<file path="src/sv/tlc_pkg.sv">
// Shared types, codes and helpers for the tape language processor.
`timescale 1ns / 1ps

package tlc_pkg;

	typedef struct packed {
		logic [1:0]  func;
		logic [11:0] prog_addr;
		logic [7:0]  prog_byte;
		logic [7:0]  in_byte;
		logic        in_valid;
	} req_t;

	typedef struct packed {
		logic [2:0]  status;
		logic [7:0]  out_byte;
		logic [11:0] program_counter;
	} rsp_t;

	localparam logic [1:0] FN_LOAD    = 2'd0;
	localparam logic [1:0] FN_EXEC    = 2'd1;
	localparam logic [1:0] FN_RESTART = 2'd2;

	localparam logic [2:0] ST_STEPPED   = 3'd0;
	localparam logic [2:0] ST_BYTE_OUT  = 3'd1;
	localparam logic [2:0] ST_HALTED    = 3'd2;
	localparam logic [2:0] ST_NEED_IN   = 3'd3;
	localparam logic [2:0] ST_STK_EMPTY = 3'd4;
	localparam logic [2:0] ST_STK_OVF   = 3'd5;
	localparam logic [2:0] ST_UNMATCHED = 3'd6;
	localparam logic [2:0] ST_PTR_RANGE = 3'd7;

	localparam logic [7:0] CH_RIGHT = 8'h3E;
	localparam logic [7:0] CH_LEFT  = 8'h3C;
	localparam logic [7:0] CH_INC   = 8'h2B;
	localparam logic [7:0] CH_DEC   = 8'h2D;
	localparam logic [7:0] CH_OUT   = 8'h2E;
	localparam logic [7:0] CH_IN    = 8'h2C;
	localparam logic [7:0] CH_OPEN  = 8'h5B;
	localparam logic [7:0] CH_CLOSE = 8'h5D;
	localparam logic [7:0] CH_GOTO  = 8'h26;
	localparam logic [7:0] CH_CALL  = 8'h40;
	localparam logic [7:0] CH_RET   = 8'h24;
	localparam logic [7:0] CH_POP   = 8'h5E;

	typedef enum logic [3:0] {
		OPC_HALT, OPC_RIGHT, OPC_LEFT, OPC_INC, OPC_DEC, OPC_OUT, OPC_IN,
		OPC_OPEN, OPC_CLOSE, OPC_GOTO, OPC_CALL, OPC_RET, OPC_POP, OPC_NOP
	} opc_t;

	typedef enum logic [4:0] {
		ACT_NONE, ACT_ADV, ACT_DP_INC, ACT_DP_DEC, ACT_CELL_INC, ACT_CELL_DEC,
		ACT_CELL_IN, ACT_DP_SET, ACT_OUT, ACT_PUSH_ADV, ACT_LOOP_POP,
		ACT_LOOP_BACK, ACT_CALL_PUSH, ACT_CALL_JUMP, ACT_RET, ACT_POP,
		ACT_SCAN_JUMP, ACT_HALT, ACT_PM_WR, ACT_RESTART
	} act_t;

	typedef struct packed {
		logic       latch;
		logic       mod_start;
		logic       mod_sel_cell;
		logic       scan_start;
		logic       scan_rd;
		logic       scan_chk;
		logic       clr_step;
		logic       res_load;
		logic [2:0] res_code;
		act_t       act;
	} dp_cmd_t;

	typedef struct packed {
		logic [1:0] func;
		opc_t       opc;
		logic       halted;
		logic       cell_zero;
		logic       dp_oor;
		logic       sc_empty;
		logic       sc_full;
		logic       in_avail;
		logic       scan_at_end;
		logic       scan_zero;
		logic       scan_close;
		logic       depth_one;
		logic       mod_done;
		logic       clr_last;
		logic       out_free;
	} dp_sts_t;

	function automatic logic [63:0] cell_mask(input logic [1:0] code);
		logic [63:0] m;
		unique case (code)
			2'd0: m = 64'h0000_0000_0000_00FF;
			2'd1: m = 64'h0000_0000_0000_FFFF;
			2'd2: m = 64'h0000_0000_FFFF_FFFF;
			default: m = 64'hFFFF_FFFF_FFFF_FFFF;
		endcase
		return m;
	endfunction

endpackage

</file>
<file path="src/sv/tlc_ctrl.sv">
// Controller: sequences each request through fetch, execute, scan, modulo and clear steps.
`timescale 1ns / 1ps

module tlc_ctrl import tlc_pkg::*; (
	input  logic    clk,
	input  logic    arst_n,
	input  logic    req_valid,
	output logic    req_stall,
	input  dp_sts_t sts,
	output dp_cmd_t cmd
);

	typedef enum logic [3:0] {
		S_CLR_BOOT, S_IDLE, S_DISPATCH, S_EXEC, S_SCAN_RD, S_SCAN_CHK,
		S_MOD, S_CLR_RST, S_DONE
	} state_t;

	state_t     state_q, state_d;
	logic [2:0] code_q, code_d;
	logic       uses_cell;

	assign req_stall = (state_q != S_IDLE);

	always_comb begin
		uses_cell = (sts.opc == OPC_INC) || (sts.opc == OPC_DEC) ||
			(sts.opc == OPC_OUT) || (sts.opc == OPC_IN) ||
			(sts.opc == OPC_OPEN) || (sts.opc == OPC_CLOSE) ||
			(sts.opc == OPC_GOTO) || (sts.opc == OPC_CALL);
	end

	always_comb begin
		cmd     = '0;
		state_d = state_q;
		code_d  = code_q;
		unique case (state_q)
			S_CLR_BOOT: begin
				cmd.clr_step = 1'b1;
				if (sts.clr_last) begin
					state_d = S_IDLE;
				end
			end
			S_IDLE: begin
				if (req_valid) begin
					cmd.latch = 1'b1;
					state_d   = S_DISPATCH;
				end
			end
			S_DISPATCH: begin
				code_d = ST_STEPPED;
				priority case (sts.func)
					FN_LOAD: begin
						cmd.mod_start = 1'b1;
						state_d       = S_MOD;
					end
					FN_EXEC: state_d = S_EXEC;
					FN_RESTART: begin
						cmd.act = ACT_RESTART;
						state_d = S_CLR_RST;
					end
					default: state_d = S_DONE;
				endcase
			end
			S_EXEC: begin
				state_d = S_DONE;
				code_d  = ST_STEPPED;
				priority if (sts.halted) begin
					code_d = ST_HALTED;
				end else if (sts.opc == OPC_HALT) begin
					cmd.act = ACT_HALT;
					code_d  = ST_HALTED;
				end else if (sts.opc == OPC_CLOSE && sts.sc_empty) begin
					code_d = ST_STK_EMPTY;
				end else if (uses_cell && sts.dp_oor) begin
					code_d = ST_PTR_RANGE;
				end else begin
					unique case (sts.opc)
						OPC_RIGHT: cmd.act = ACT_DP_INC;
						OPC_LEFT:  cmd.act = ACT_DP_DEC;
						OPC_INC:   cmd.act = ACT_CELL_INC;
						OPC_DEC:   cmd.act = ACT_CELL_DEC;
						OPC_OUT: begin
							cmd.act = ACT_OUT;
							code_d  = ST_BYTE_OUT;
						end
						OPC_IN: begin
							if (sts.in_avail) begin
								cmd.act = ACT_CELL_IN;
							end else begin
								code_d = ST_NEED_IN;
							end
						end
						OPC_OPEN: begin
							if (!sts.cell_zero) begin
								if (sts.sc_full) begin
									code_d = ST_STK_OVF;
								end else begin
									cmd.act = ACT_PUSH_ADV;
								end
							end else begin
								cmd.scan_start = 1'b1;
								state_d        = S_SCAN_RD;
							end
						end
						OPC_CLOSE: cmd.act = sts.cell_zero ? ACT_LOOP_POP : ACT_LOOP_BACK;
						OPC_GOTO:  cmd.act = ACT_DP_SET;
						OPC_CALL: begin
							if (sts.sc_full) begin
								code_d = ST_STK_OVF;
							end else begin
								cmd.act          = ACT_CALL_PUSH;
								cmd.mod_start    = 1'b1;
								cmd.mod_sel_cell = 1'b1;
								state_d          = S_MOD;
							end
						end
						OPC_RET: begin
							if (sts.sc_empty) begin
								code_d = ST_STK_EMPTY;
							end else begin
								cmd.act = ACT_RET;
							end
						end
						OPC_POP: begin
							if (sts.sc_empty) begin
								code_d = ST_STK_EMPTY;
							end else begin
								cmd.act = ACT_POP;
							end
						end
						OPC_NOP:  cmd.act = ACT_ADV;
						OPC_HALT: cmd.act = ACT_NONE;
					endcase
				end
			end
			S_SCAN_RD: begin
				if (sts.scan_at_end) begin
					code_d  = ST_UNMATCHED;
					state_d = S_DONE;
				end else begin
					cmd.scan_rd = 1'b1;
					state_d     = S_SCAN_CHK;
				end
			end
			S_SCAN_CHK: begin
				priority if (sts.scan_zero) begin
					code_d  = ST_UNMATCHED;
					state_d = S_DONE;
				end else if (sts.scan_close && sts.depth_one) begin
					cmd.act = ACT_SCAN_JUMP;
					state_d = S_DONE;
				end else begin
					cmd.scan_chk = 1'b1;
					state_d      = S_SCAN_RD;
				end
			end
			S_MOD: begin
				if (sts.mod_done) begin
					cmd.act = (sts.func == FN_LOAD) ? ACT_PM_WR : ACT_CALL_JUMP;
					state_d = S_DONE;
				end
			end
			S_CLR_RST: begin
				cmd.clr_step = 1'b1;
				if (sts.clr_last) begin
					state_d = S_DONE;
				end
			end
			S_DONE: begin
				if (sts.out_free) begin
					cmd.res_load = 1'b1;
					cmd.res_code = code_q;
					state_d      = S_IDLE;
				end
			end
			default: state_d = S_IDLE;
		endcase
	end

	always_ff @(posedge clk or negedge arst_n) begin
		if (!arst_n) begin
			state_q <= S_CLR_BOOT;
			code_q  <= ST_STEPPED;
		end else begin
			state_q <= state_d;
			code_q  <= code_d;
		end
	end

endmodule

</file>
<file path="config.mk">
export PLATFORM = sky130hd
export DESIGN_NAME = tlc_ctrl
export DESIGN_NICKNAME = d
export VERILOG_FILES = /design/src/sv/tlc_pkg.sv /design/src/sv/tlc_ctrl.sv
export SDC_FILE = /design/constraint.sdc
export NUM_CORES = 1
export LEC_CHECK = 0
export BUFFER_PORTS_ARGS = -buffer_cell sky130_fd_sc_hd__buf_2
export CAP_MARGIN = 20
export CORE_MARGIN = 2
export CORE_UTILIZATION = 47
export CTS_CLUSTER_SIZE = 16
export DETAILED_ROUTE_END_ITERATION = 6
export PLACE_DENSITY = 0.8
export SLEW_MARGIN = 20
export SYNTH_ARGS = -nofsm -noshare
export SYNTH_HDL_FRONTEND = slang
export SYNTH_SLANG_ARGS = --single-unit
</file>
<file path="constraint.sdc">
create_clock -name clk -period 1.5 [get_ports clk]
set_input_delay 0.075 -clock clk [delete_from_list [all_inputs] [get_ports clk]]
set_output_delay 0.075 -clock clk [all_outputs]
set_load 0.005 [all_outputs]
</file>
Yosys cells after proc, flatten, opt, wreduce, memory -nomap -nowiden. Cells that the tools add are included.

Multiplexer cells: 68. Reduce and logical (&&, ||, !) cells: 18. Equality and inequality tests: 31.

Operators by type and width (number): $mux W4 (21); $pmux W5 S13 (1); $mux W5 (9); $mux W3 (14); $pmux W4 S9 (1); $eq A4 B3 Y1 const B (8); $eq A4 B4 Y1 const B (7); $pmux W5 S4 (1); $eq A4 B2 Y1 const B (4); $pmux W3 S5 (1); $ne A2 B2 Y1 const B (7); $mux W1 (12); $pmux W3 S4 (1); $pmux W4 S3 (1); $eq A4 B1 Y1 const B (2); $logic_not A4 Y1 (2); $mux W2 (4); $pmux W4 S2 (1); $logic_or A1 B1 Y1 (7); $reduce_and A5 Y1 (1); $ne A4 B1 Y1 const B (1); $reduce_bool A4 Y1 (1); $reduce_or A2 Y1 (2); $logic_and A1 B1 Y1 (3); 5 further kinds (5).

Output and inout bits: 17. Register bits: 7. Bits of input ports: 22.

Logic depth before layout (Yosys ltp). Gate-level depths: netlist (run 1).

Depth in word-level cells: 14. Depth in mapped cells: 6. Mapped depth without buffers: 6.

Least setup slack after synthesis (run 1). No wires, ideal clock.

Kind: reg2out. Start: register state_q[3]. End: output cmd[0] (netlist name). Data required time: 1.425 ns. Arrival time: 1.509 ns. Slack: -0.084 ns. Stages on the path, launching flop included: 6. Path through: dfrtp_1 > buf_2 > or3b_4 > a211oi_4 > o2111ai_2 > o2111ai_2.

RTL lines: start: declaration (RTL line tlc_ctrl.sv:18) `state_t state_q, state_d;`; start signal: assignment (RTL line tlc_ctrl.sv:184) `state_q <= state_d;`; end: declaration (RTL line tlc_ctrl.sv:10) `output dp_cmd_t cmd`.

==> results.md, run 1 <==
- The flow ran to the end, but the final reports show violations.
- The checks that failed: setup timing.
- The library cell contributing the largest single delay on the critical path is or3b_4.
- The tree is rooted in a clkbuf_4.
- Timing would allow up to 502.4 MHz.
- For met3 alone, demand over resource in global routing was 3.917%.
- The gate count of the mapped netlist is 181.
- The top cell types in the final layout, fill and taps aside, are buf_2, buf_4, buf_6.
- The remaining antenna violation count after routing is 0.
- The kind of cell adding the most delay to the critical path is compound AO/OA/AOI/OAI gates.
- The number of DRC violations after detailed-routing iteration 0 is roughly 200.
- The cell repeated most along the worst path is o2111ai_2.
- The clock skew is 0.01325 ns.
- The slew of the pin with the lowest slew margin is 0.9375 ns.
- The count of warnings emitted by yosys is 0.
- In this run, placement finished with an instance count of 258.
- Registers are responsible for 12.9% of the overall power.
- The total via count after detailed routing is 1,992.
- In this run the deepest clock path goes through 2 buffers.
- VDD sags by at most between 0.001 and 0.0015 V.
- The required time of the critical path is 1.42 ns.
- In the synthesized netlist the dominant register cell turns out to be dfrtp_1.
- The detailed-route wire length per cell is 21.88 um.
- The number of antenna violations at the first check in global routing is 0.
- STA classifies the critical path startpoint as a flop.
- A synthesized cell averages 7.210 um2.
- The synthesis-to-finish area growth is 65.39%.
- The post-synthesis instance area is 0.001305 mm2.
- The clock-pin transition on the worst setup and hold timing paths is approximately 0.080 ns.
- The number of filler cells placed in the layout is 170.
- The total of endpoints with negative setup slack in the final report is 24.
- The portion of the post-synthesis area used by sequential elements is between 10% and 20%.
- The weighted congestion at the end of routability-driven global placement is between 0.8 and 0.9.
- Per report_power, the clock group accounts for 7.9% of the total.
- The share of total power dissipated in combinational logic is around four fifths.
- The floorplan step defined a core boundary enclosing 0.002686 mm2.
- The launching point of the worst reg2reg path is state_q[0]$_DFFE_PN0P_.
- During I/O placement, the number of pins put on the boundary was 39.
- Of all nets on the critical path, the largest fanout is 3.
- The first global-routing pass estimated 7.645 mm of wire.
- The number of buffers and inverters on the critical path is 1.
- Port buffering added 38 buffers.
- Across the run, the number of max-cap violations was 0.
- The worst-skew pair later-pin latency is 0.29 ns.
- The count of cells along the worst register-to-register path is 6.
- The via count of the first global-routing pass was around 1,600.
- The max-slew violation count was 0.
- The share of cells above drive strength 1 is 51.92%.
- The commonest non-fill, non-tap cell in the layout is buf_2.
- The final global-route overflow total is 0.
- Along the worst hold path, the cell count comes to 3.
- The count of antenna diodes in the layout is 0.
- The floorplan row count is 19.
- met2 is the most crowded layer.
- The overall routing resource usage is approximately 30%.
- The met1 usage in global routing is 39.04%.
- Walking the worst path, the cells encountered are or3b_4 > a211oi_4 > o2111ai_2 > o2111ai_2 > buf_2.
- The level count of the clock H-tree is 1.
- The worst setup path is of the flop to primary output kind.
- The y dimension of the die is 56.70 um.
- After detailed routing, the number of remaining DRC violations is 0.
- At the end of the flow, the number of nets in the layout was 286.
- The final hold violation count is 0.
- After the flow finishes, the layout carries non-filler instances totaling 291.
- The switching part of the total power is 45.03%.
- Power comes to 2.623 mW.
- Using the TritonRoute via totals, the vias-per-cell ratio works out to between 6 and 7.
- The count of state elements after synthesis is 7.
- The worst hold path begins at sts[0].
- The first detailed-routing pass took 6 iterations.
- The net count of the mapped netlist is 206.
- For this design the static power due to leakage is 0.9772 nW.
- The reg-to-reg endpoint is state_q[1]$_DFFE_PN0P_.
- The total wirelength of the detailed-routed design is 6.367 mm.
- The instance area at placement is 0.001640 mm2.
- Data on the critical path arrives at its endpoint at approximately 1.9 ns.
- The number of buffers created by CTS is 3.
- The path category of the worst min-delay check is input pin to flop.
- For this design, the sink count on the clock tree is 7.
- The internal power contribution is 1.442 mW.
- Across all setup checks in the final design, the least slack found is -0.4903 ns.
- The post-synthesis cell type count is 56.
- The die area is about 0.0032 mm2.
- The worst-case hold path end point is state_q[3]$_DFFE_PN0P_.
- TritonCTS built the clock tree.
- In this run the tightest slew margin relative to its limit is 36.92%.
- The share of the clock period used by the worst path after layout is 132.7%.
- Counting buffers and inverters, the worst setup path is 5 cells deep.
- The met2 capacity usage during global routing is 49.17%.
- Entering global routing, the biggest net connects 17 pins.
- The worst hold margin is 0.1423 ns.
- The final HPWL from detailed placement is 2.969 mm.
- For this run, asynchronously set or reset flops after synthesis account for 100.0%.
- The sum of negative setup slack is -6.812 ns.
- For this design the ratio of total power to cell area is 1215 mW/mm2.
- The setup slack of the most critical reg-to-reg path is -0.28 ns.
- STA classifies the critical path endpoint as a primary output.
- The synthesized design contains 0 enable-type register cells.
- The area of all placed cells without fillers is 0.002158 mm2.
- The analysis attributes to net switching a power of approximately 1.2 mW.
- The worst stage delay on the critical path is 0.44 ns.
- Once the floorplan was initialized, standard cells occupied 48.58% of the core.
- Setup repair after global routing could not meet its margin everywhere.
- Subtracting the final worst setup slack from the clock period gives 1.990 ns.
- Measured along the x axis, the die boundary spans approximately 57 um.
-- synthesized netlist by cell type (2+ instances only) --
| library cell | n | share of area [%] |
|---|---|---|
| a211oi_1 | 4 | 2.3 |
| a21bo_2 | 2 | 1.5 |
| a21oi_1 | 14 | 5.4 |
| a221oi_1 | 2 | 1.3 |
| a32oi_1 | 2 | 1.3 |
| and2_1 | 5 | 2.4 |
| and3_1 | 3 | 1.4 |
| buf_2 | 10 | 3.8 |
| clkbuf_1 | 3 | 0.86 |
| dfrtp_1 | 7 | 13 |
| ha_1 | 3 | 2.9 |
| inv_1 | 9 | 2.6 |
| mux2_2 | 2 | 1.7 |
| mux2i_1 | 4 | 3.1 |
| nand2_1 | 16 | 4.6 |
| nand2b_1 | 15 | 7.2 |
| nand3_1 | 3 | 1.2 |
| nand3b_1 | 5 | 2.9 |
| nand4_1 | 2 | 0.96 |
| nor2_1 | 8 | 2.3 |
| nor2b_1 | 5 | 2.4 |
| nor3_1 | 2 | 0.77 |
| nor3b_1 | 2 | 1.2 |
| nor4_1 | 4 | 1.9 |
| nor4b_1 | 4 | 2.7 |
| o2111ai_2 | 2 | 2.3 |
| o211ai_1 | 2 | 1.2 |
| o21ai_0 | 7 | 2.7 |
| o21ai_1 | 2 | 0.77 |
| o311ai_0 | 3 | 2.0 |
| or3b_2 | 3 | 2.0 |
| or4_1 | 2 | 1.2 |
-- metal layers --
| metal | up-vias | wire length [um] |
|---|---|---|
| li1 | 833 | - |
| met1 | 912 | 2272 |
| met2 | 190 | 3001 |
| met3 | 57 | 700 |
| met4 | 0 | 392 |
| met5 | - | 0 |
-- power by group through the flow --
stage / Combinational (mW) / Clock (mW) / Sequential (mW)
2_1_floorplan: 0.729 / 0 / 0.295
3_3_place_gp: 1.07 / 0 / 0.308
3_5_place_dp: 1.09 / 0 / 0.316
4_1_cts: 1.45 / 0.184 / 0.323
5_1_grt: 2.17 / 0.220 / 0.341
6_report: 2.08 / 0.207 / 0.337
-- cell type report --
cell class,count,area (um2),area share (%)
clock buffers,3,22.52,1.043
flip-flops and latches,7,176.4,8.174
well taps,31,38.79,1.797
multi-input cells,150,1222,56.64
repair buffers,90,659.4,30.55
clock inverters,1,5.005,0.2319
inverters,9,33.78,1.565
-- timing repair --
| item | CTS | global route |
|---|---|---|
| pin swaps | 17 | 19 |
| setup buffers | 18 | 15 |
| hold endpoints to repair | 7 | 0 |
| hold buffers | 1 | 0 |
| resized for setup | 31 | 36 |
| setup endpoints to repair | 22 | 24 |
-- worst min-delay path, cell delays in order --
cell and delay [ns]:
buf_2 0.11, or2_2 0.11, o311ai_1 0.09
-- per-stage QoR --
stage / util (%) / worst slack, ns
after floorplan: - / -0.02180
after global placement: 61.06 / -0.08073
after detailed placement: 61.06 / -0.1176
after CTS: 71.59 / -0.3542
after global routing: 80.34 / -0.5125
final: 80.34 / -0.4903
-- registers in the layout, indices dropped and copies added, names as in the netlist --
signal	count
state_q	4
code_q	3
-- how the worst max path moves through the flow --
| stage | from | endpoint | slack (ns) |
|---|---|---|---|
| floorplan | state_q[3]$_DFFE_PN0P_ | cmd[0] | -0.02 |
| global placement | state_q[2]$_DFFE_PN0P_ | cmd[0] | -0.08 |
| detailed placement | state_q[2]$_DFFE_PN0P_ | cmd[0] | -0.12 |
| CTS | state_q[2]$_DFFE_PN0P_ | cmd[0] | -0.35 |
| global route | state_q[0]$_DFFE_PN0P_ | cmd[0] | -0.51 |
| finish | state_q[0]$_DFFE_PN0P_ | cmd[0] | -0.49 |
-- cell families (layout without fill, tap and decap cells) --
kind of cell / after synthesis / after routing / synth area share, %
AO/OA/AOI/OAI: 55 / 55 / 31.07
buffers and inverters: 24 / 103 / 8.149
flip-flops: 7 / 7 / 13.42
multiplexers: 6 / 6 / 4.794
AND/OR/NAND/NOR: 86 / 86 / 39.69
adder cells (fa/ha/maj): 3 / 3 / 2.877
Note: power is estimated with default switching activity, not from simulation.
==> inputs of run 2 (changes only) <==
PLACE_DENSITY = 0.77   (was 0.8)
clock period = 2.05 ns   (was 1.5 ns; I/O delays follow)
==> results.md, run 2 (synthesis results as in run 1) <==
- The total of endpoints with negative setup slack in the final report came to 0 (was 24).
- The number of filler cells placed in the layout is 287 (was 170).
- The number of stages on the worst hold path was 3 (unchanged).
- The critical setup path kind is flop to primary output (unchanged).
- The tightest slew margin relative to the limit is 65.24% (was 36.92%).
- The instance area at placement is 0.001491 mm2 (was 0.001640 mm2).
- Based on the critical path, the design can be clocked at up to 514.9 MHz.
- The die extent in x is 56.70 um (unchanged).
- The power density of the placed cells is 688.4 mW/mm2 (was 1215 mW/mm2).
- The y dimension of the die is 56.70 um (unchanged).
- The detailed-route wire length per cell is 13.95 um (was 21.88 um).
- The via count of the first global-routing pass is 1,254 (was 1,604).
- The number of antenna violations at the first check in global routing is 0 (unchanged).
- The total via count after detailed routing is 1,484 (was 1,992).
- The share of the clock period used by the worst path after layout is 94.74%.
- The number of clock sinks seen by CTS is 7 (unchanged).
- The final HPWL from detailed placement is 2.624 mm (was 2.969 mm).
- The area of all placed cells without fillers was 0.001529 mm2 (was 0.002158 mm2).
- The top-level I/O count came to 39 (unchanged).
- The total DRC errors in the routed layout is 0 (unchanged).
- The count of buffers added by post-CTS timing repair for setup came to 0 (was 18).
- The overall routing resource usage is 21.86% (was 30.03%).
- The commonest non-fill, non-tap cell in the layout is buf_2 (unchanged).
- The number of DRC violations after detailed-routing iteration 0 is 48 (was 202).
- Largest registers in the final layout: state_q x4, code_q x3 (unchanged).
- The weighted congestion at the end of routability-driven global placement is 0.9019 (was 0.8731).
- The clock skew is 0.0007853 ns (was 0.01325 ns).
- The sum of negative setup slack came to 0 ns (was -6.812 ns).
- Status: completed (was complete, but fails checks).
- The count of buffers inserted at the top-level ports is 38 (unchanged).
- The maximum fanout encountered on the critical timing path was 4 (was 3).
- The slew of the pin with the lowest slew margin is 0.5166 ns (was 0.9375 ns).
- The max-slew violation count is 0 (unchanged).
- Setup repair after global routing missed its margin: false (was true).
- The register bank with the most flops is state_q (unchanged).
- The number of max-capacitance violations reported is 0 (unchanged).
- The worst-skew pair later-pin latency is 0.25 ns (was 0.29 ns).
- The leakage power figure is 0.6853 nW (was 0.9772 nW).
- The arrival time at the worst endpoint is 1.84 ns (was 1.92 ns).
- The capturing element type of the critical path is a primary output (unchanged).
- The peak supply drop was 0.0005813 V (was 0.001455 V).
- The count of antenna diodes in the layout is 0 (unchanged).
- The number of flip-flops under the largest register name is 4 (unchanged).
- The maximum number of buffers from clock root to sink is 2 (unchanged).
- The clock-pin transition on the worst setup and hold timing paths is 0.05 ns (was 0.08 ns).
- The synthesis-to-finish area growth is 17.16% (was 65.39%).
- The average via count per standard cell is 6.082 (was 6.845).
- The total wirelength of the detailed-routed design is 3.404 mm (was 6.367 mm).
- The worst hold margin is 0.1394 ns (was 0.1423 ns).
- The floorplan row count is 19 (unchanged).
- The effective utilization at floorplan is 48.58% (unchanged).
- The die area was 0.003214 mm2 (unchanged).
- The final global-route overflow total was 0 (unchanged).
- The buffer cell driving the clock tree root was clkbuf_4 (unchanged).
- The path category of the worst min-delay check is input pin to flop (unchanged).
- The startpoint type of the worst setup path is a flop (unchanged).
- Top library cells by usage in the layout, fill and taps aside: buf_2, nand2_1, nand2b_1 (was buf_2, buf_4, buf_6).
- The global-route wire length before repair was 5.699 mm (was 7.645 mm).
- The post-layout net count is 239 (was 286).
- The count of cells along the worst register-to-register path was 5 (was 6).
- The final hold violation count was 0 (unchanged).
- The level count of the clock H-tree came to 1 (unchanged).
- The minimum clock period is between 1.5 and 2 ns.
- The placeable core area is 0.002686 mm2 (unchanged).
- The clock tree from TritonCTS is yes (unchanged).
- The share of cells above drive strength 1 is 28.17% (was 51.92%).
- The first-pass iteration count of the detailed router is 4 (was 6).
- The pin count of the biggest net entering global routing came to 28 (was 17).
- The remaining antenna violation count after routing was 0 (unchanged).
- The number of buffers created by CTS is 3 (unchanged).
- The required time of the critical path is 1.95 ns (was 1.42 ns).
-- run 2: cell count changes in the layout (fill, tap and decap cells not counted), sizes merged --
cell	change
clkbuf	+1
buf	-47
clkinv	-1
-- run 2: timing repair --
action,CTS,global route
resized for setup,0,1
hold endpoints to repair,7,0
hold buffers,1,0
endpoints found under the setup margin,0,4
-- run 2: power breakdown --
group / switching [mW] / internal, mW / total (mW)
combinational: 0.380 / 0.312 / 0.692
clock: 0.0520 / 0.0744 / 0.126
sequential: 0.0404 / 0.194 / 0.234
total: 0.472 / 0.580 / 1.05
-- run 2: area by class of cell --
type	count	area, um2	area share [%]
flip-flops and latches	7	176.4	11.54
multi-input cells	150	1023	66.94
well taps	31	38.79	2.537
inverters	9	33.78	2.209
repair buffers	43	230.2	15.06
clock buffers	4	26.28	1.718
-- run 2: per-stage QoR --
stage / util, % / instances / power [mW] / setup slack, ns
floorplan: - / 181 / 0.7353 / 0.4386
global placement: 55.52 / 239 / 0.9164 / 0.3698
detailed placement: 55.52 / 239 / 0.9151 / 0.3482
CTS: 56.87 / 244 / 1.045 / 0.06359
global route: 56.92 / 244 / 1.144 / 0.01395
finish: 56.92 / 244 / 1.052 / 0.1077
-- run 2: layer usage --
metal / track usage [%] / routed length (um)
met3: 2.074 / 198
met4: 5.102 / 29
met1: 33.61 / 1620
met2: 32.39 / 1556
met5: 0 / 0
-- run 2: path summary, 6_finish.rpt --
path / slack, ns / start / endpoint
setup / recovery: 0.11 / state_q[2]$_DFFE_PN0P_ / cmd[0]
hold / removal: 0.14 / sts[0] / state_q[0]$_DFFE_PN0P_
setup reg to reg: 0.43 / state_q[2]$_DFFE_PN0P_ / state_q[3]$_DFFE_PN0P_
hold reg to reg: 0.53 / code_q[0]$_DFFE_PN0P_ / code_q[0]$_DFFE_PN0P_
max in group asynchronous: 1.67 / arst_n / state_q[1]$_DFFE_PN0P_
min in group asynchronous: 0.21 / arst_n / code_q[0]$_DFFE_PN0P_
-- run 2: critical path, stage by stage (launching register included) --
cell       delay, ns
dfrtp_1         0.39
or3b_4          0.44
a211oi_4        0.23
o2111ai_2       0.20
o2111ai_2       0.21
buf_2           0.13
==> inputs of run 3 (changes only) <==
BUFFER_PORTS_ARGS = default   (was -buffer_cell sky130_fd_sc_hd__buf_2)
CORE_MARGIN = 4   (was 2)
DONT_BUFFER_PORTS = 1   (was default)
PLACE_DENSITY = 0.65   (was 0.77)
clock period = 1.95 ns   (was 2.05 ns; I/O delays follow)
==> results.md, run 3 (synthesis results as in run 1) <==
- The switching part of the total power is 43.75% (was 44.88%).
- The total wirelength of the detailed-routed design is 3.710 mm (was 3.404 mm).
- The final reports fail on setup timing.
- The die extent in x is 60.70 um (was 56.70 um).
- The total of endpoints with negative setup slack in the final report is 1 (was 0).
- The number of stages on the worst hold path is 2 (was 3).
- The library cell contributing the largest single delay on the critical path is nor4_1 (was or3b_4).
- The launching point of the worst reg2reg path is state_q[3]$_DFFE_PN0P_ (was state_q[2]$_DFFE_PN0P_).
- The combinational group share of total power was 63.3% (was 65.7%).
- The remaining antenna violation count after routing is 0 (unchanged).
- The post-layout net count is 209 (was 239).
- The y dimension of the die is 60.70 um (was 56.70 um).
- The die area was 0.003684 mm2 (was 0.003214 mm2).
- The top-level I/O count is 39 (unchanged).
- The arrival time at the worst endpoint came to 1.86 ns (was 1.84 ns).
- The number of DRC violations after detailed-routing iteration 0 is 60 (was 48).
- The startpoint type of the worst setup path is a flop (unchanged).
- The part of the total power dissipated in the clock network is 12.3% (was 12.0%).
- The weighted congestion at the end of routability-driven global placement is 0.9127 (was 0.9019).
- The worst-skew pair later-pin latency is 0.25 ns (about the same).
- The synthesis-to-finish area growth is 7.862% (was 17.16%).
- For this run, the top clock speed supported by timing is roughly 510 MHz.
- The final HPWL from detailed placement was 2.842 mm (was 2.624 mm).
- The first-pass iteration count of the detailed router is 5 (was 4).
- The number of clock sinks seen by CTS is 7 (unchanged).
- The number of max-capacitance violations reported is 0 (unchanged).
- The clock-pin transition on the worst setup and hold timing paths is 0.05 ns (about the same).
- The number of buffers created by CTS came to 3 (unchanged).
- The internal power contribution is 0.6167 mW (was 0.5801 mW).
- The leakage power figure is 0.5538 nW (was 0.6853 nW).
- The count of buffers inserted at the top-level ports came to 0 (was 38).
- The maximum fanout encountered on the critical timing path is 5 (was 4).
- Setup repair after global routing missed its margin: true (was false).
- The total power consumption of the routed design is 1.096 mW (was 1.052 mW).
- The worst stage delay on the critical path came to 0.53 ns (was 0.44 ns).
- The clock skew was 0.0009103 ns (was 0.0007853 ns).
- The critical setup path kind is flop to primary output (unchanged).
- The number of flip-flops under the largest register name came to 4 (unchanged).
- The setup slack of the most critical reg-to-reg path is 0.24 ns (was 0.43 ns).
- Sequence of cells on the critical path: or3b_4 > nor4_1 > buf_4 (was or3b_4 > a211oi_4 > o2111ai_2 > o2111ai_2 > buf_2).
- The final global-route overflow total was 0 (unchanged).
- The share of cells above drive strength 1 is 18.03% (was 28.17%).
- The slew of the pin with the lowest slew margin came to 0.5612 ns (was 0.5166 ns).
- The worst-case hold path end point is code_q[2]$_DFFE_PN0P_ (was state_q[0]$_DFFE_PN0P_).
- The tightest slew margin relative to the limit is 62.24% (was 65.24%).
- The count of antenna diodes in the layout is 0 (unchanged).
- The total via count after detailed routing is 1,397 (was 1,484).
- The total DRC errors in the routed layout is 0 (unchanged).
- The sum of negative setup slack is -0.007315 ns (was 0 ns).
- The buffer cell driving the clock tree root is clkbuf_4 (unchanged).
- The minimum clock period is 1.957 ns.
- The peak supply drop is 0.0007383 V (was 0.0005813 V).
- The placeable core area is 0.002567 mm2 (was 0.002686 mm2).
- The reg-to-reg endpoint is state_q[2]$_DFFE_PN0P_ (was state_q[3]$_DFFE_PN0P_).
- The clock tree from TritonCTS was yes (unchanged).
- The number of antenna violations at the first check in global routing is 0 (unchanged).
- The path category of the worst min-delay check is input pin to flop (unchanged).
- The floorplan row count is 18 (was 19).
- The required time of the critical path is 1.85 ns (was 1.95 ns).
- The share of power burned in registers came to 24.3% (was 22.3%).
- The count of cells along the worst register-to-register path is 4 (was 5).
- The max-slew violation count is 0 (unchanged).
- The start point of the worst hold path was sts[14] (was sts[0]).
- The smallest setup slack after layout was -0.007315 ns (was 0.1077 ns).
- Top library cells by usage in the layout, fill and taps aside: nand2_1, nand2b_1, a21oi_1 (was buf_2, nand2_1, nand2b_1).
- The detailed-route wire length per cell came to 17.42 um (was 13.95 um).
- The via count of the first global-routing pass came to 1,295 (was 1,254).
- Largest registers in the final layout: state_q x4, code_q x3 (unchanged).
- The global-route wire length before repair is 5.961 mm (was 5.699 mm).
- The effective utilization at floorplan is 50.83% (was 48.58%).
- The register bank with the most flops is state_q (unchanged).
- The share of the clock period used by the worst path after layout is 100.4%.
- The level count of the clock H-tree is 1 (unchanged).
- The reported net switching power was 0.4796 mW (was 0.4724 mW).
- The overall routing resource usage came to 20.90% (was 21.86%).
- The final hold violation count was 0 (unchanged).
- The pin count of the biggest net entering global routing is 28 (unchanged).
- The maximum number of buffers from clock root to sink is 2 (unchanged).
- Status: complete, but fails checks (was completed).
- The power density of the placed cells is 778.9 mW/mm2 (was 688.4 mW/mm2).
- The capturing element type of the critical path is a primary output (unchanged).
- The average via count per standard cell is 6.559 (was 6.082).
- The commonest non-fill, non-tap cell in the layout is nand2_1 (was buf_2).
[run 3: cell count changes in the layout (fill, tap and decap cells not counted), sizes merged]
cell,previous run,this run
buf,42,12
[run 3: per-layer routing]
| layer | up-vias | track usage (%) | part of all wire [%] |
|---|---|---|---|
| li1 | 683 | - | - |
| met1 | 660 | 29.65 | 44 |
| met2 | 54 | 33.89 | 48 |
| met3 | 0 | 4.894 | 7.8 |
| met4 | 0 | 1.238 | 0 |
| met5 | - | 0 | 0 |
[run 3: how the worst max path moves through the flow]
stage / from / endpoint / slack, ns / cells after the start
3_3_place_gp: state_q[2]$_DFFE_PN0P_ / cmd[0] / 0.25 / 4
5_1_grt: state_q[3]$_DFFE_PN0P_ / cmd[0] / -0.07 / 4
4_1_cts: state_q[3]$_DFFE_PN0P_ / cmd[12] / 0.01 / 3
6_report: state_q[3]$_DFFE_PN0P_ / cmd[12] / -0.007 / 3
3_5_place_dp: state_q[2]$_DFFE_PN0P_ / cmd[0] / 0.16 / 4
2_1_floorplan: state_q[3]$_DFFE_PN0P_ / cmd[0] / 0.34 / 5
[run 3: power by group through the flow]
stage	sequential (mW)	combinational, mW	clock [mW]
detailed placement	0.281	0.612	0
CTS	0.271	0.638	0.135
floorplan	0.225	0.548	0
global placement	0.271	0.603	0
global route	0.274	0.770	0.146
finish	0.267	0.694	0.135
[run 3: stage by stage]
stage	std cells	hold WS (ns)	utilization, %	setup WS (ns)	cell area (um2)
finish	213	0.02054	54.82	-0.007315	1408
global route	213	0.02889	54.82	-0.07451	1408
CTS	210	0.01568	53.61	0.01089	1376
detailed placement	204	-0.1979	51.80	0.1619	1330
global placement	204	-0.1979	51.80	0.2452	1330
floorplan	181	-0.1981	-	0.3436	1305
[run 3: timing repair]
action / CTS / global route
endpoints found under the hold margin: 7 / 0
pin swaps: 2 / 3
gates resized for setup: 2 / 2
setup endpoints to repair: 4 / 8
gates cloned: 0 / 0
hold buffers: 1 / 0
setup buffers: 1 / 3
[run 3: worst max-delay path, delay by kind of cell (launching register included)]
family | cells | cell delay, ns
buffers and inverters | 1 | 0.21
and+or+nand+nor | 2 | 0.95
DFF | 1 | 0.44
[run 3: cell type report]
cell class              instances  area, um2
clock buffers                   4      26.28
fillers                       259       1160
inverters                       9      33.78
multi-input cells             150       1031
flip-flops and latches          7      178.9
well taps                      30      37.54
repair buffers                 13      100.1
